--- src/hdl/cbps_pkg.sv ---
// Package for the cost-based path selector: path codes, operation codes,
// configuration register indexes and shared widths. No dependencies.
package cbps_pkg;

    localparam int MAX_PEERS_DEF  = 64;
    localparam int COUNT_BITS_DEF = 16;

    localparam int LAT_W      = 32;
    localparam int PEER_W     = 8;
    localparam int OFFSET_W   = 32;
    localparam int PEERS_W    = 7;
    localparam int WINDOW_W   = 16;
    localparam int MIB_SHIFT  = 20;
    localparam int NUM_PATHS  = 3;
    localparam int CFG_IDX_W  = 1;
    localparam int CFG_DATA_W = 16;

    // Latency average: (old * EWMA_MULT + sample) >> EWMA_SHIFT.
    localparam int EWMA_MULT  = 7;
    localparam int EWMA_SHIFT = 3;

    typedef enum logic [1:0] {
        PATH_DEV  = 2'd0,
        PATH_IPC  = 2'd1,
        PATH_RDMA = 2'd2
    } t_path;

    localparam logic OP_REQUEST  = 1'b0;
    localparam logic OP_COMPLETE = 1'b1;

    localparam logic [CFG_IDX_W-1:0] CFG_PEERS  = 1'd0;
    localparam logic [CFG_IDX_W-1:0] CFG_WINDOW = 1'd1;

endpackage

--- src/hdl/cbps_mul_unit.sv ---
// Shared multiplier with a registered product, used for the path costs and
// for the latency average. Uses cbps_pkg.
module cbps_mul_unit
    import cbps_pkg::*;
#(
    parameter int COUNT_BITS = COUNT_BITS_DEF
) (
    input  logic                          i_clk,
    input  logic                          i_en,
    input  logic [LAT_W-1:0]              i_a,
    input  logic [COUNT_BITS-1:0]         i_b,
    output logic [LAT_W+COUNT_BITS-1:0]   o_prod
);

    logic [LAT_W+COUNT_BITS-1:0] r_prod;

    always_ff @(posedge i_clk) begin
        if (i_en) begin
            r_prod <= (LAT_W + COUNT_BITS)'(i_a) * (LAT_W + COUNT_BITS)'(i_b);
        end
    end

    assign o_prod = r_prod;

endmodule

--- config.mk ---
export PLATFORM = sky130hd
export DESIGN_NAME = cbps_mul_unit
export DESIGN_NICKNAME = d
export VERILOG_FILES = /design/src/hdl/cbps_pkg.sv /design/src/hdl/cbps_mul_unit.sv
export SDC_FILE = /design/constraint.sdc
export NUM_CORES = 1
export LEC_CHECK = 0
export BUFFER_PORTS_ARGS = -buffer_cell sky130_fd_sc_hd__buf_2
export CAP_MARGIN = 20
export CELL_PAD_IN_SITES_DETAIL_PLACEMENT = 1
export CELL_PAD_IN_SITES_GLOBAL_PLACEMENT = 1
export CORE_AREA = 2 2 200 202
export DETAILED_ROUTE_END_ITERATION = 8
export DIE_AREA = 0 0 202 204
export PLACE_DENSITY_LB_ADDON = 0.1
export SLEW_MARGIN = 25
export SYNTH_ARGS = -nofsm -noshare
export SYNTH_HDL_FRONTEND = slang
export SYNTH_SLANG_ARGS = --single-unit
--- constraint.sdc ---
create_clock -name i_clk -period 6.33 [get_ports i_clk]
set_input_delay 1.266 -clock i_clk [delete_from_list [all_inputs] [get_ports i_clk]]
set_output_delay 1.266 -clock i_clk [all_outputs]
set_load 0.1 [all_outputs]
==> run metrics, run 1 <==
run status=finished, violations left; failing checks=setup timing; Layout Nets=2872; sum of negative setup slack=-5.882 ns; startpoint type of the worst setup path=input port; max reg flops=48; clock input transition at the sequential cells of the worst setup and hold paths=0.07 ns; horizontal die dimension=202 um; routed wirelength normalized by instance count=20.77 um; time the worst path needs with I/O delays and setup=6.727 ns; routed via count=14599; most common cell after layout, fill and taps aside=sky130_fd_sc_hd__inv_1; effective utilization at floorplan=45.32%; proportion of layout cells with a drive suffix above 1=28.32%; peak fanout along the critical path=4; number of cell rows=73; gate count after technology mapping=1947; Post-Place Cell Area=20940 um^2; final number of max-transition violations=0; capturing element type of the critical path=flip-flop; area enclosed by the die boundary=41210 um^2; Die Y-Extent=204 um; wire length reported by the detailed router=58360 um; antenna violations before repair=1; timing startpoint of the critical path=i_a[6]; vias in the first global route=17078; count of input and output buffers=97; data arrival time of the critical path=6.77 ns; placed wire-length estimate after detailed placement=46520 um; slew at the pin closest to its max-slew limit=0.6651 ns; min-delay src=i_en; Starting DRT DRC Count=507; I/O pin count=98; area added between synthesis and finish=30.03%; fillcell total=4391; hold path cells=1; post-route non-filler standard cell count=2810; primary flip-flop cell chosen by synthesis mapping=sky130_fd_sc_hd__edfxtp_1; Crit path buffers/inverters=5; wire length of the first global-routing pass=89690 um; via/cell ratio=5.195; antenna cell count=0; destination of the worst hold path=o_prod[39]$_DFFE_PP_; final standard cell area without fillers=23090 um^2; number of sinks driven by the clock tree=48; Critical-path top delay cell=sky130_fd_sc_hd__fa_2; number of nets in the synthesized netlist=2535; length of the first detailed-routing pass in iterations=4; timing-limited maximum frequency=0.1487 GHz; DRC violations left=0; Largest delay share family, worst path=adder cells; fraction of the yosys area taken by sequential cells=8.116%; total placed cells including tap cells=2746; count of final setup violators=26; worst-case clock buffer depth=2; cells along the critical path=buf_12 > buf_8 > and2_4 > fa_1 > inv_2 > fa_2 > fa_2 > fa_1 > inv_2 > fa_1 > fa_1 > ha_4 > nand2_4 > o21ai_2 > a31oi_4 > a21oi_2 > o31ai_4 > o41ai_2 > buf_4 > a31oi_4 > xnor2_1; Synth Cell Area=17760 um^2; library cells used by synthesis=51; RePlAce Congestion=0.8714; post-layout worst setup margin=-0.3970 ns; cell occurring most often along the worst timing path=sky130_fd_sc_hd__fa_1; longest individual stage delay on the worst path=0.57 ns; reported max-cap violation count=0; number of enable-type register cells in the synthesized netlist=48; H-tree depth reported by CTS=2; largest net degree at the start of global routing=49; final-layout worst hold slack=1.535 ns; kind of critical path=in -> reg; synthesis warning total=0; required arrival time at the worst endpoint=6.37 ns; cts bufs inserted=5; Std-Cell Core Area=39180 um^2; setup repair after global routing missed its margin=yes; worst-case headroom to the max-slew limit=55.66%; root cell of the clock tree=sky130_fd_sc_hd__clkbuf_16; average cell area after synthesis=9.121 um^2; overflow left after global routing=0; TritonCTS clock tree=built; Yosys reg bits=48; fraction of registers with async set/reset=0%; final number of hold-violating endpoints=0; Total GRT Usage=27.70%; count of nets left with antenna violations after detail routing=0; Final Cycle Share=106.3%; commonest cells after routing, fill and taps aside=422 x sky130_fd_sc_hd__inv_1, 385 x sky130_fd_sc_hd__fa_1, 316 x sky130_fd_sc_hd__nand2_1, 268 x sky130_fd_sc_hd__buf_4, 198 x sky130_fd_sc_hd__and2_1; class of the tightest hold or removal check=in -> reg
==> how the worst max path moves through the flow <==
| stage | endpoint | slack, ns | cells past startpoint |
|---|---|---|---|
| 2_1_floorplan | o_prod[47]$_DFFE_PP_ | -0.23 | 23 |
| 3_3_place_gp | o_prod[42]$_DFFE_PP_ | -0.83 | 21 |
| 3_5_place_dp | o_prod[47]$_DFFE_PP_ | -0.95 | 23 |
| 4_1_cts | o_prod[38]$_DFFE_PP_ | -0.31 | 21 |
| 5_1_grt | o_prod[38]$_DFFE_PP_ | -0.53 | 21 |
| 6_report | o_prod[46]$_DFFE_PP_ | -0.40 | 21 |
==> Yosys cell counts, types with 2 or more instances <==
cell type	n	area (um^2)
sky130_fd_sc_hd__edfxtp_1	48	1441
sky130_fd_sc_hd__inv_1	449	1685
sky130_fd_sc_hd__nand2_1	333	1250
sky130_fd_sc_hd__nand3_1	8	40.04
sky130_fd_sc_hd__a21oi_2	2	17.52
sky130_fd_sc_hd__a21boi_0	2	15.01
sky130_fd_sc_hd__a31oi_1	11	68.82
sky130_fd_sc_hd__o211ai_1	2	15.01
sky130_fd_sc_hd__nand2b_1	4	25.02
sky130_fd_sc_hd__a2bb2oi_1	2	17.52
sky130_fd_sc_hd__nand4_1	10	62.56
sky130_fd_sc_hd__nor4_1	3	18.77
sky130_fd_sc_hd__a31o_2	3	26.28
sky130_fd_sc_hd__xor2_1	14	122.6
sky130_fd_sc_hd__nor2_1	24	90.09
sky130_fd_sc_hd__ha_1	120	1501
sky130_fd_sc_hd__o21bai_1	11	82.58
sky130_fd_sc_hd__buf_2	4	20.02
sky130_fd_sc_hd__o21a_1	4	30.03
sky130_fd_sc_hd__and4_1	2	17.52
sky130_fd_sc_hd__fa_1	418	8368
sky130_fd_sc_hd__o21ai_0	27	135.1
sky130_fd_sc_hd__nor2b_1	6	37.54
sky130_fd_sc_hd__o41ai_2	2	32.53
sky130_fd_sc_hd__xnor2_1	31	271.5
sky130_fd_sc_hd__a21o_1	18	135.1
sky130_fd_sc_hd__a21boi_1	2	15.01
sky130_fd_sc_hd__and2_1	215	1345
sky130_fd_sc_hd__clkbuf_1	91	341.6
sky130_fd_sc_hd__o31ai_2	2	25.02
sky130_fd_sc_hd__a21oi_1	51	255.2
sky130_fd_sc_hd__nor3_1	5	25.02
sky130_fd_sc_hd__and3_1	5	31.28
==> cells by family (layout without fill, tap and decap cells) <==
kind of cell | after synthesis | after routing | share of synthesized area, %
fa+ha+maj | 538 | 538 | 55.57
flops | 48 | 48 | 8.116
buf+inv | 544 | 882 | 11.53
simple gates | 620 | 620 | 16.85
compound gates | 152 | 152 | 5.714
xor+xnor | 45 | 45 | 2.219
==> timing repair <==
action	4_1_cts	5_1_grt
hold buffers	0	0
pin swaps	91	123
setup buffers	32	26
setup endpoints to repair	30	30
resized for setup	207	161
gates cloned	2	2
==> per-stage QoR <==
| stage | util [%] | setup WS (ns) |
|---|---|---|
| 3_5_place_dp | 53.43 | -0.9541 |
| 4_1_cts | 56.74 | -0.3119 |
| 5_1_grt | 58.93 | -0.5306 |
| 2_1_floorplan | - | -0.2340 |
| 6_report | 58.93 | -0.3970 |
| 3_3_place_gp | 53.43 | -0.8265 |
==> routing by layer <==
metal	vias up	track usage (%)	wire length (um)
met5	-	0	0
met4	0	5.804	1883
met3	126	1.626	1704
met2	336	54.31	32610
met1	7724	33.29	22160
li1	6413	-	-
==> final cells by class <==
type,count,area [um^2],area share (%)
sequential,48,1441,6.242
inverter,449,1690,7.320
clock inverter,3,47.55,0.2059
clock buffer,5,125.1,0.5418
multi-input combinational,1355,15410,66.72
tap,525,656.9,2.845
timing repair buffer,425,3724,16.12
Power of run 1 is left out: the tool's default activity adds up to more than one toggle a clock period on the data nets, which glitch-free logic cannot reach.
==> run 2: changes to the inputs <==
CELL_PAD_IN_SITES_DETAIL_PLACEMENT = 2   (was 1)
CELL_PAD_IN_SITES_GLOBAL_PLACEMENT = 2   (was 1)
CORE_AREA = 2 2 223 225   (was 2 2 200 202)
DIE_AREA = 0 0 225 227   (was 0 0 202 204)
==> run metrics, run 2 (same netlist as run 1, synthesis figures left out) <==
count of nets left with antenna violations after detail routing=0 (unchanged); area enclosed by the die boundary=51080 um^2 (was 41210 um^2); worst-case clock buffer depth=2 (unchanged); cells along the critical path=buf_6 > and2_4 > fa_1 > inv_1 > fa_1 > fa_1 > inv_1 > fa_1 > fa_1 > fa_1 > ha_1 > a21oi_1 > o211ai_1 > a31o_2 > o31ai_4 > o41ai_4 > buf_4 > a31oi_4 > xnor2_2 (was buf_12 > buf_8 > and2_4 > fa_1 > inv_2 > fa_2 > fa_2 > fa_1 > inv_2 > fa_1 > fa_1 > ha_4 > nand2_4 > o21ai_2 > a31oi_4 > a21oi_2 > o31ai_4 > o41ai_2 > buf_4 > a31oi_4 > xnor2_1); setup repair after global routing missed its margin=yes (unchanged); timing-limited maximum frequency=0.1443 GHz (was 0.1487 GHz); cts bufs inserted=5 (unchanged); final number of max-transition violations=0 (unchanged); final core occ=48.00% (was 58.93%); worst-case headroom to the max-slew limit=52.31% (was 55.66%); Total GRT Usage=25.86% (was 27.70%); horizontal die dimension=225 um (was 202 um); number of cell rows=81 (was 73); final standard cell area without fillers=23300 um^2 (was 23090 um^2); Starting DRT DRC Count=497 (was 507); TritonCTS clock tree=built (unchanged); peak fanout along the critical path=14 (was 4); Hold Buf Count CTS=0 (unchanged); data arrival time of the critical path=6.97 ns (was 6.77 ns); antenna cell count=0 (unchanged); Crit path buffers/inverters=4 (was 5); max reg flops=48 (unchanged); count of final setup violators=31 (was 26); time the worst path needs with I/O delays and setup=6.928 ns (was 6.727 ns); wire length of the first global-routing pass=101200 um (was 89690 um); Final Cycle Share=109.5% (was 106.3%); overflow left after global routing=0 (unchanged); cell occurring most often along the worst timing path=sky130_fd_sc_hd__fa_1 (unchanged); post-layout worst setup margin=-0.5984 ns (was -0.3970 ns); I/O pin count=98 (unchanged); startpoint type of the worst setup path=input port (unchanged); Std-Cell Core Area=48550 um^2 (was 39180 um^2); via/cell ratio=5.065 (was 5.195); failing checks=setup timing (unchanged); reported max-cap violation count=0 (unchanged); routed wirelength normalized by instance count=24.36 um (was 20.77 um); slew at the pin closest to its max-slew limit=0.7153 ns (was 0.6651 ns); Post-Place Cell Area=21070 um^2 (was 20940 um^2); count of input and output buffers=97 (unchanged); Critical-path top delay cell=sky130_fd_sc_hd__fa_1 (was sky130_fd_sc_hd__fa_2); H-tree depth reported by CTS=2 (unchanged); Layout Nets=2872 (unchanged); root cell of the clock tree=sky130_fd_sc_hd__clkbuf_16 (unchanged); kind of critical path=in -> reg (unchanged); number of sinks driven by the clock tree=48 (unchanged); most common cell after layout, fill and taps aside=sky130_fd_sc_hd__inv_1 (unchanged); area added between synthesis and finish=31.20% (was 30.03%); final number of hold-violating endpoints=0 (unchanged); vias in the first global route=17998 (was 17078); placed wire-length estimate after detailed placement=52980 um (was 46520 um); longest individual stage delay on the worst path=0.62 ns (was 0.57 ns); required arrival time at the worst endpoint=6.37 ns (about the same); Largest delay share family, worst path=adder cells (unchanged); DRC violations left=0 (unchanged); effective utilization at floorplan=36.58% (was 45.32%); Die Y-Extent=227 um (was 204 um); setup slack at placement=-1.319 ns (was -0.9541 ns); class of the tightest hold or removal check=in -> reg (unchanged); antenna violations before repair=0 (was 1); RePlAce Congestion=0.8293 (was 0.8714); proportion of layout cells with a drive suffix above 1=28.88% (was 28.32%); clock input transition at the sequential cells of the worst setup and hold paths=0.07 ns (about the same); capturing element type of the critical path=flip-flop (unchanged); largest net degree at the start of global routing=49 (unchanged); total placed cells including tap cells=2843 (was 2746); run status=finished, violations left (unchanged); post-route non-filler standard cell count=2907 (was 2810); routed via count=14723 (was 14599); length of the first detailed-routing pass in iterations=4 (unchanged); wire length reported by the detailed router=70820 um (was 58360 um); commonest cells after routing, fill and taps aside=419 x sky130_fd_sc_hd__inv_1, 397 x sky130_fd_sc_hd__fa_1, 318 x sky130_fd_sc_hd__nand2_1, 275 x sky130_fd_sc_hd__buf_4, 194 x sky130_fd_sc_hd__and2_1 (was 422 x sky130_fd_sc_hd__inv_1, 385 x sky130_fd_sc_hd__fa_1, 316 x sky130_fd_sc_hd__nand2_1, 268 x sky130_fd_sc_hd__buf_4, 198 x sky130_fd_sc_hd__and2_1)
-- run 2: cell count changes in the layout (fill, tap and decap cells not counted), moves of 4 or more --
cell	delta
sky130_fd_sc_hd__xnor2_2	+7
sky130_fd_sc_hd__and2_4	+4
sky130_fd_sc_hd__buf_6	-5
sky130_fd_sc_hd__o21ai_1	-5
sky130_fd_sc_hd__fa_2	-12
sky130_fd_sc_hd__a21oi_2	-6
sky130_fd_sc_hd__a21oi_4	+6
sky130_fd_sc_hd__and2_1	-4
sky130_fd_sc_hd__fa_1	+12
sky130_fd_sc_hd__buf_4	+7
sky130_fd_sc_hd__xnor2_1	-8
sky130_fd_sc_hd__inv_2	+4
sky130_fd_sc_hd__buf_8	-6
-- run 2: area by class of cell --
type / count / area, um^2
fill: 5057 / 25250
multi-input combinational: 1355 / 15560
timing repair buffer: 425 / 3662
inverter: 449 / 1688
sequential: 48 / 1441
tap: 622 / 778.2
clock buffer: 5 / 125.1
clock inverter: 3 / 42.54
-- run 2: per-stage QoR --
stage	hold slack (ns)	TNS (ns)
floorplan	1.379	-1.228
global placement	1.891	-28.18
detailed placement	1.896	-33.67
CTS	1.650	-6.831
global route	1.676	-15.09
finish	1.634	-11.21
-- run 2: what timing repair did --
item	4_1_cts	5_1_grt
resized for setup	219	153
endpoints found under the setup margin	35	34
gates cloned	0	4
pin swaps	107	89
setup buffers	38	23
-- run 2: per-layer routing --
layer,global-route usage (%),vias to the layer above,wire length (um)
li1,-,6405,-
met3,1.781,130,1273
met1,29.50,7923,26800
met5,0,-,0
met4,7.498,0,2580
met2,51.37,265,40170
-- run 2: final timing paths --
path | from | endpoint | slack, ns | cells after the start
hold / removal | i_en | o_prod[44]$_DFFE_PP_ | 1.63 | 2
setup / recovery | i_b[5] | o_prod[46]$_DFFE_PP_ | -0.60 | 19
Power of run 2 is left out for the same reason.
