<file path="src/hdl/cbps_pkg.sv">
// Package for the cost-based path selector: path codes, operation codes,
// configuration register indexes and shared widths. No dependencies.
package cbps_pkg;

    localparam int MAX_PEERS_DEF  = 64;
    localparam int COUNT_BITS_DEF = 16;

    localparam int LAT_W      = 32;
    localparam int PEER_W     = 8;
    localparam int OFFSET_W   = 32;
    localparam int PEERS_W    = 7;
    localparam int WINDOW_W   = 16;
    localparam int MIB_SHIFT  = 20;
    localparam int NUM_PATHS  = 3;
    localparam int CFG_IDX_W  = 1;
    localparam int CFG_DATA_W = 16;

    // Latency average: (old * EWMA_MULT + sample) >> EWMA_SHIFT.
    localparam int EWMA_MULT  = 7;
    localparam int EWMA_SHIFT = 3;

    typedef enum logic [1:0] {
        PATH_DEV  = 2'd0,
        PATH_IPC  = 2'd1,
        PATH_RDMA = 2'd2
    } t_path;

    localparam logic OP_REQUEST  = 1'b0;
    localparam logic OP_COMPLETE = 1'b1;

    localparam logic [CFG_IDX_W-1:0] CFG_PEERS  = 1'd0;
    localparam logic [CFG_IDX_W-1:0] CFG_WINDOW = 1'd1;

endpackage

</file>
<file path="src/hdl/cbps_seq.sv">
// Sequencer of the path selector: takes a transaction, steps the shared
// multiplier over the paths, picks the path and writes the peer row back.
// Uses cbps_pkg; drives cbps_row_mem and cbps_mul_unit from the top level.
module cbps_seq
    import cbps_pkg::*;
#(
    parameter int MAX_PEERS  = MAX_PEERS_DEF,
    parameter int COUNT_BITS = COUNT_BITS_DEF
) (
    input  logic                                        i_clk,
    input  logic                                        i_rst_n,
    input  logic                                        i_start,
    output logic                                        o_busy,
    input  logic                                        i_operation,
    input  logic [PEER_W-1:0]                           i_peer,
    input  logic                                        i_same_host,
    input  logic [OFFSET_W-1:0]                         i_dest_offset,
    input  logic [OFFSET_W-1:0]                         i_byte_count,
    input  logic [1:0]                                  i_done_path,
    input  logic [LAT_W-1:0]                            i_latency_sample,
    input  logic [PEERS_W-1:0]                          i_peers_in_use,
    input  logic [WINDOW_W-1:0]                         i_window_mib,
    output logic                                        o_rd_en,
    output logic [(MAX_PEERS > 1 ? $clog2(MAX_PEERS) : 1)-1:0] o_rd_addr,
    input  logic [NUM_PATHS*(COUNT_BITS+LAT_W)-1:0]     i_rd_row,
    output logic                                        o_wr_en,
    output logic [(MAX_PEERS > 1 ? $clog2(MAX_PEERS) : 1)-1:0] o_wr_addr,
    output logic [NUM_PATHS*(COUNT_BITS+LAT_W)-1:0]     o_wr_row,
    output logic                                        o_mul_en,
    output logic [LAT_W-1:0]                            o_mul_a,
    output logic [COUNT_BITS-1:0]                       o_mul_b,
    input  logic [LAT_W+COUNT_BITS-1:0]                 i_mul_prod,
    output logic                                        o_result_valid,
    output logic [1:0]                                  o_chosen_path,
    output logic                                        o_window_fallback
);

    localparam int IDX_W  = MAX_PEERS > 1 ? $clog2(MAX_PEERS) : 1;
    localparam int ENT_W  = COUNT_BITS + LAT_W;
    localparam int ROW_W  = NUM_PATHS * ENT_W;
    localparam int PROD_W = LAT_W + COUNT_BITS;
    localparam int END_W  = OFFSET_W + 1;
    localparam int WEND_W = WINDOW_W + MIB_SHIFT;
    localparam logic [PEER_W:0] PEER_LIMIT = (PEER_W + 1)'(MAX_PEERS);

    typedef enum logic [3:0] {
        S_IDLE  = 4'b0001,
        S_MUL   = 4'b0010,
        S_ACC   = 4'b0100,
        S_WRITE = 4'b1000
    } t_state;

    t_state              r_state, n_state;
    logic                r_op, n_op;
    logic                r_local, n_local;
    logic                r_in_range, n_in_range;
    logic [IDX_W-1:0]    r_peer_idx, n_peer_idx;
    t_path               r_path, n_path;
    t_path               r_choice, n_choice;
    logic [END_W-1:0]    r_end, n_end;
    logic [LAT_W-1:0]    r_sample, n_sample;
    logic [PROD_W-1:0]   r_best, n_best;
    logic [LAT_W-1:0]    r_lat_new, n_lat_new;
    logic                r_res_valid, n_res_valid;
    t_path               r_res_path, n_res_path;
    logic                r_res_fb, n_res_fb;

    logic                    accept;
    logic                    in_range;
    logic [COUNT_BITS-1:0]   row_cnt [NUM_PATHS];
    logic [LAT_W-1:0]        row_lat [NUM_PATHS];
    logic [PROD_W:0]         ewma_sum;
    logic                    fallback;
    t_path                   final_path;
    logic [ROW_W-1:0]        wr_row;

    assign accept   = i_start && (r_state == S_IDLE);
    assign in_range = ({1'b0, i_peer} < (PEER_W + 1)'(i_peers_in_use)) &&
                      ({1'b0, i_peer} < PEER_LIMIT);

    always_comb begin
        for (int k = 0; k < NUM_PATHS; k++) begin
            row_cnt[k] = i_rd_row[k*ENT_W +: COUNT_BITS];
            row_lat[k] = i_rd_row[k*ENT_W + COUNT_BITS +: LAT_W];
        end
    end

    // The multiplier sees the latency of the path under evaluation, times its
    // count for a cost or times the averaging weight for a completion.
    assign o_mul_en = (r_state == S_MUL);
    assign o_mul_a  = row_lat[r_path];
    assign o_mul_b  = (r_op == OP_COMPLETE) ? COUNT_BITS'(EWMA_MULT) : row_cnt[r_path];

    assign ewma_sum = {1'b0, i_mul_prod} + (PROD_W + 1)'(r_sample);

    assign fallback = (r_op == OP_REQUEST) && r_in_range && r_local &&
                      (r_choice == PATH_DEV) && (i_window_mib != '0) &&
                      (WEND_W'(r_end) > {i_window_mib, MIB_SHIFT'(0)});
    assign final_path = fallback ? PATH_IPC : r_choice;

    always_comb begin
        wr_row = i_rd_row;
        for (int k = 0; k < NUM_PATHS; k++) begin
            if (r_op == OP_REQUEST) begin
                if ((2'(k) == final_path) && (row_cnt[k] != '1)) begin
                    wr_row[k*ENT_W +: COUNT_BITS] = row_cnt[k] + COUNT_BITS'(1);
                end
            end else if (2'(k) == r_choice) begin
                if (row_cnt[k] != '0) begin
                    wr_row[k*ENT_W +: COUNT_BITS] = row_cnt[k] - COUNT_BITS'(1);
                end
                wr_row[k*ENT_W + COUNT_BITS +: LAT_W] = r_lat_new;
            end
        end
    end

    assign o_rd_en   = accept;
    assign o_rd_addr = i_peer[IDX_W-1:0];
    assign o_wr_en   = (r_state == S_WRITE) && r_in_range;
    assign o_wr_addr = r_peer_idx;
    assign o_wr_row  = wr_row;

    always_comb begin
        n_state     = r_state;
        n_op        = r_op;
        n_local     = r_local;
        n_in_range  = r_in_range;
        n_peer_idx  = r_peer_idx;
        n_path      = r_path;
        n_choice    = r_choice;
        n_end       = r_end;
        n_sample    = r_sample;
        n_best      = r_best;
        n_lat_new   = r_lat_new;
        n_res_valid = 1'b0;
        n_res_path  = r_res_path;
        n_res_fb    = r_res_fb;
        case (r_state)
            S_IDLE: begin
                if (accept) begin
                    n_op       = i_operation;
                    n_local    = i_same_host;
                    n_in_range = in_range;
                    n_peer_idx = i_peer[IDX_W-1:0];
                    n_end      = END_W'(i_dest_offset) + END_W'(i_byte_count);
                    n_sample   = i_latency_sample;
                    if (i_operation == OP_COMPLETE) begin
                        if (in_range && (i_done_path <= 2'(PATH_RDMA))) begin
                            n_path  = t_path'(i_done_path);
                            n_state = S_MUL;
                        end
                    end else if (!in_range) begin
                        n_choice = PATH_DEV;
                        n_state  = S_WRITE;
                    end else if (!i_same_host) begin
                        n_choice = PATH_RDMA;
                        n_state  = S_WRITE;
                    end else begin
                        n_path   = PATH_IPC;
                        n_choice = PATH_IPC;
                        n_state  = S_MUL;
                    end
                end
            end
            S_MUL: begin
                n_state = S_ACC;
            end
            S_ACC: begin
                if (r_op == OP_COMPLETE) begin
                    n_lat_new = ewma_sum[LAT_W+EWMA_SHIFT-1:EWMA_SHIFT];
                    n_choice  = r_path;
                    n_state   = S_WRITE;
                end else begin
                    // Costs go in the order IPC, device, RDMA; only a strictly
                    // lower cost displaces the earlier path, which gives the
                    // tie order.
                    case (r_path)
                        PATH_IPC: begin
                            n_best  = i_mul_prod;
                            n_path  = PATH_DEV;
                            n_state = S_MUL;
                        end
                        PATH_DEV: begin
                            if (i_mul_prod < r_best) begin
                                n_best   = i_mul_prod;
                                n_choice = PATH_DEV;
                            end
                            n_path  = PATH_RDMA;
                            n_state = S_MUL;
                        end
                        PATH_RDMA: begin
                            if (i_mul_prod < r_best) begin
                                n_choice = PATH_RDMA;
                            end
                            n_state = S_WRITE;
                        end
                        default: begin
                            n_state = S_WRITE;
                        end
                    endcase
                end
            end
            S_WRITE: begin
                n_res_valid = (r_op == OP_REQUEST);
                n_res_path  = final_path;
                n_res_fb    = fallback;
                n_state     = S_IDLE;
            end
            default: begin
                n_state = S_IDLE;
            end
        endcase
    end

    always_ff @(posedge i_clk) begin
        if (!i_rst_n) begin
            r_state     <= S_IDLE;
            r_res_valid <= 1'b0;
        end else begin
            r_state     <= n_state;
            r_res_valid <= n_res_valid;
        end
    end

    always_ff @(posedge i_clk) begin
        r_op       <= n_op;
        r_local    <= n_local;
        r_in_range <= n_in_range;
        r_peer_idx <= n_peer_idx;
        r_path     <= n_path;
        r_choice   <= n_choice;
        r_end      <= n_end;
        r_sample   <= n_sample;
        r_best     <= n_best;
        r_lat_new  <= n_lat_new;
        r_res_path <= n_res_path;
        r_res_fb   <= n_res_fb;
    end

    assign o_busy            = (r_state != S_IDLE);
    assign o_result_valid    = r_res_valid;
    assign o_chosen_path     = r_res_path;
    assign o_window_fallback = r_res_fb;

    a_result_after_write: assert property (@(posedge i_clk) disable iff (!i_rst_n)
        r_res_valid |-> $past(r_state == S_WRITE))
        else $error("result strobe without a write step");

    a_write_in_range: assert property (@(posedge i_clk) disable iff (!i_rst_n)
        o_wr_en |-> (r_in_range && (r_state == S_WRITE)))
        else $error("row write for an out-of-range peer");

    a_fallback_is_ipc: assert property (@(posedge i_clk) disable iff (!i_rst_n)
        (r_res_valid && r_res_fb) |-> (r_res_path == PATH_IPC))
        else $error("window fallback without IPC choice");

    a_no_accept_busy: assert property (@(posedge i_clk) disable iff (!i_rst_n)
        (r_state == S_MUL) |=> (r_state == S_ACC))
        else $error("multiply step not followed by accumulate step");

    a_out_of_range_dev: assert property (@(posedge i_clk) disable iff (!i_rst_n)
        ((r_state == S_WRITE) && (r_op == OP_REQUEST) && !r_in_range)
            |=> (r_res_valid && (r_res_path == PATH_DEV) && !r_res_fb))
        else $error("out-of-range request not sent to device path");

endmodule

</file>
<file path="config.mk">
export PLATFORM = sky130hd
export DESIGN_NAME = cbps_seq
export DESIGN_NICKNAME = d
export VERILOG_FILES = /design/src/hdl/cbps_pkg.sv /design/src/hdl/cbps_seq.sv
export SDC_FILE = /design/constraint.sdc
export NUM_CORES = 1
export LEC_CHECK = 0
export ABC_CLOCK_PERIOD_IN_PS = 7600
export BUFFER_PORTS_ARGS = -buffer_cell sky130_fd_sc_hd__buf_2
export CAP_MARGIN = 20
export CORE_AREA = 2 2 212 214
export CTS_CLUSTER_DIAMETER = 120
export CTS_CLUSTER_SIZE = 28
export DETAILED_ROUTE_END_ITERATION = 16
export DIE_AREA = 0 0 214 216
export GPL_TIMING_DRIVEN = 0
export HOLD_SLACK_MARGIN = 0.05
export PLACE_DENSITY = 0.56
export SYNTH_ARGS = -nofsm -noshare
export SYNTH_HDL_FRONTEND = slang
export SYNTH_SLANG_ARGS = --single-unit
export TNS_END_PERCENT = 50
</file>
<file path="constraint.sdc">
create_clock -name i_clk -period 7.6 [get_ports i_clk]
set_input_delay 0.76 -clock i_clk [delete_from_list [all_inputs] [get_ports i_clk]]
set_output_delay 0.76 -clock i_clk [all_outputs]
set_load 0.01 [all_outputs]
</file>
==> flow_summary.json <==
{
  "die_height_um": 216,
  "grt_pass1_vias": 13200,
  "grt_pass1_wl_um": 82400,
  "ys_ff_latch": 166,
  "cts_inserted_buffers": 17,
  "cts_resized": 0,
  "nNetsFinal": 2449,
  "setup.worst_path.start": "r_op",
  "maxSlewHeadroom_pct": 20.2,
  "p_clk_share_pct": 21.1,
  "ys_types": 71,
  "synth_edf_count": 161,
  "crit_path_max_incr_delay_ns": 0.85,
  "drt-met1-wl_um": 24100,
  "ir_drop_uv": 179,
  "p_seq_share_pct": 31.2,
  "cts.sinks": 166,
  "remaining_drc_errors": 0,
  "core.rowCount": 77,
  "reg2reg_slack_ns": 4.07,
  "clock_skew_ns": 0.0124,
  "fin_util_pct": 40.8,
  "syn_area_per_cell_um2": 9.61,
  "fillCellCount": 4466,
  "intPower_w": 0.00243,
  "ctsRootBufferMaster": "clkbuf_16",
  "min_from": "i_latency_sample[7]",
  "clock_latency_ns": 0.45,
  "num_vias": 13400,
  "port_buffers": 525,
  "highest_layer": "met5",
  "synth_common_cells": "161 x edfxtp_1, 138 x ha_1, 110 x nor2_1",
  "drt-pass1-iter-count": 6,
  "synthToLayoutAreaGrowth_pct": 29.9,
  "yosys.area.top_type_share_pct": 35.1,
  "start_util_pct": 31.4,
  "fmax_mhz": 186,
  "status": "completed",
  "rsz0062_at_grt": "false",
  "dp_hpwl_um": 46300,
  "finalSetupViolCount": 0,
  "synth-adder-area-share_pct": 12.7,
  "wl_per_cell_um": 21.3,
  "path_class": "flop to output port",
  "hold_ws_ns": 0.483,
  "critPathLaunchType": "flop",
  "final.setup.worst_slack_ns": 2.21,
  "synth.most_common_cell": "edfxtp_1",
  "wl_met2_um": 26100,
  "synthMuxAreaShare_pct": 11.5,
  "worst_pin_slew_ns": 1.18,
  "vias_per_cell": 5.15,
  "grt_antenna_before_repair": 13,
  "ctsHoldBuffers": 0,
  "yosys.area_share.simple_pct": 14.7,
  "synth-xor-area-share_pct": 6.42,
  "grt_overflow": 0,
  "synth_top_family_by_area": "simple AND/OR/NAND/NOR gates",
  "syn_area_mm2": 0.0138,
  "p_comb_share_pct": 47.7,
  "endpoint_kind": "output port",
  "hold_violations": 0,
  "die_w_um": 214,
  "cpMaxStageDelayCell": "nor3_1",
  "gp_congestion": 0.988,
  "synth_compound_area_share_pct": 14.5,
  "switching_share_pct": 41.1,
  "ys_seq_area_share_pct": 35.8,
  "holdCritPathClass": "input port to flop",
  "grt_max_degree": 67,
  "synthArstFlopShare_pct": 0,
  "cp.required_ns": 6.84,
  "fin_tns_setup_ns": 0,
  "dr_wl_met3_um": 3610,
  "dieArea_mm2": 0.0462,
  "core_area_mm2": 0.0438,
  "fin_crit_sh_pct": 70.9,
  "crit_chain": "clkbuf_1, nor3_1, nand4_1, a211oi_2, o21ai_1, nor4_1, nor2_1, xnor2_1, buf_2",
  "crit_fanout": 10,
  "drive_gt1_share_pct": 34.6,
  "synth_area_leaders": "edfxtp_1 35%, ha_1 13%, mux2_2 8.0%",
  "synthCells": 1434,
  "p_leak_nw": 8.11,
  "yosysWarnings": 0,
  "dp_slack_ns": 2.80,
  "powerDensity_mw_per_mm2": 230,
  "h-tree-depth": 4,
  "crit_arrival_ns": 4.63,
  "synth_ff_type": "edfxtp_1",
  "yosys.area.top_type": "edfxtp_1",
  "grtUsageTotal_pct": 23.5,
  "cts_tree": "built",
  "maxCapViolCount": 0,
  "period_needed_ns": 5.39,
  "postCtsSetupRepairBufs": 0,
  "synth_fp_nets": 1899,
  "drt_iter0_drc": 914,
  "postRouteAntennaNets": 0,
  "r2r-start": "r_best[1]",
  "switchingPower_w": 0.00170,
  "routed_wirelength_um": 55500,
  "drv_slew": 0,
  "io_pins": 538,
  "clk_pin_slew_ns": 0.08,
  "clockBufferDepth": 2
}
final cells by class:
cell class | count | area, um2 | area share, %
Inverter | 96 | 360 | 2.01
Antenna cell | 10 | 25.0 | 0.140
Clock inverter | 15 | 184 | 1.03
Sequential cell | 166 | 4930 | 27.6
Multi-Input combinational cell | 1114 | 8250 | 46.1
Buffer | 58 | 251 | 1.40
Timing Repair Buffer | 531 | 2730 | 15.3
Clock buffer | 17 | 425 | 2.38
Tap cell | 592 | 741 | 4.14
power groups by stage:
stage | Sequential, W | Clock (W) | Combinational (W)
2_1_floorplan | 0.00131 | 0 | 0.00114
3_3_place_gp | 0.00132 | 0 | 0.00192
3_5_place_dp | 0.00131 | 0 | 0.00196
4_1_cts | 0.00129 | 0.000897 | 0.00197
5_1_grt | 0.00130 | 0.000934 | 0.00214
6_report | 0.00129 | 0.000871 | 0.00197
cell families after synthesis:
group                      after synthesis
buffers and inverters                  154
AOI/OAI and AO/OA                      320
adders and majority gates              139
muxes                                  146
xor gates and xnor gates               101
and+or+nand+nor                        408
DFF                                    166
placed cells by master, fill, tap and decap left out, drive strengths merged, types with 6 or more instances in the layout:
master / count
a211oi: 13
o21ai: 92
a21o: 39
nand4: 29
a31oi: 11
nor2b: 14
nor4: 12
or3: 7
nor2: 111
edfxtp: 161
nand3: 30
or4: 8
inv: 102
ha: 138
nor4b: 8
xor2: 36
mux2i: 48
o21a: 13
buf: 543
clkbuf: 63
nand2b: 13
diode: 10
o21bai: 9
nand2: 102
a21oi: 91
xnor2: 65
mux2: 98
and3: 16
and2: 9
clkinv: 9
nor3: 32
a2111oi: 6
layer usage:
layer	vias to the layer above	GRT usage (%)
met2	517	39.2
met4	6	7.58
met5	-	0
met3	78	5.19
met1	6376	30.2
li1	6415	-
flip-flops by register name, summed over array words and instances, names as in the netlist:
name / cells
r_best: 48
r_end: 33
r_lat_new: 32
r_sample: 32
o_wr_addr: 6
r_state: 4
o_chosen_path: 2
r_choice: 2
r_path: 2
o_result_valid: 1
o_window_fallback: 1
r_in_range: 1
r_local: 1
r_op: 1
final timing paths:
| check | endpoint | cells after the start |
|---|---|---|
| setup / recovery | o_wr_row[59] | 9 |
| hold / removal | r_sample[7] | 1 |
| setup reg to reg | r_best[13] | 11 |
| hold reg to reg | r_state[2] | 2 |
worst max-delay path, delay by kind of cell (launching register included):
kind / cells / cell delay (ns)
XOR/XNOR: 1 / 0.35
AND/OR/NAND/NOR: 4 / 1.84
buffers and inverters: 2 / 0.45
flip-flops: 1 / 0.36
AO/OA/AOI/OAI: 2 / 1.17
per-stage QoR:
step / power [W] / area, um2 / cells
finish: 0.00413 / 17900 / 2599
global route: 0.00437 / 17900 / 2595
CTS: 0.00416 / 17900 / 2589
detailed placement: 0.00327 / 17300 / 2557
global placement: 0.00325 / 17200 / 2551
floorplan: 0.00244 / 13800 / 1434
No activity file was read; power rests on OpenSTA's default activity.
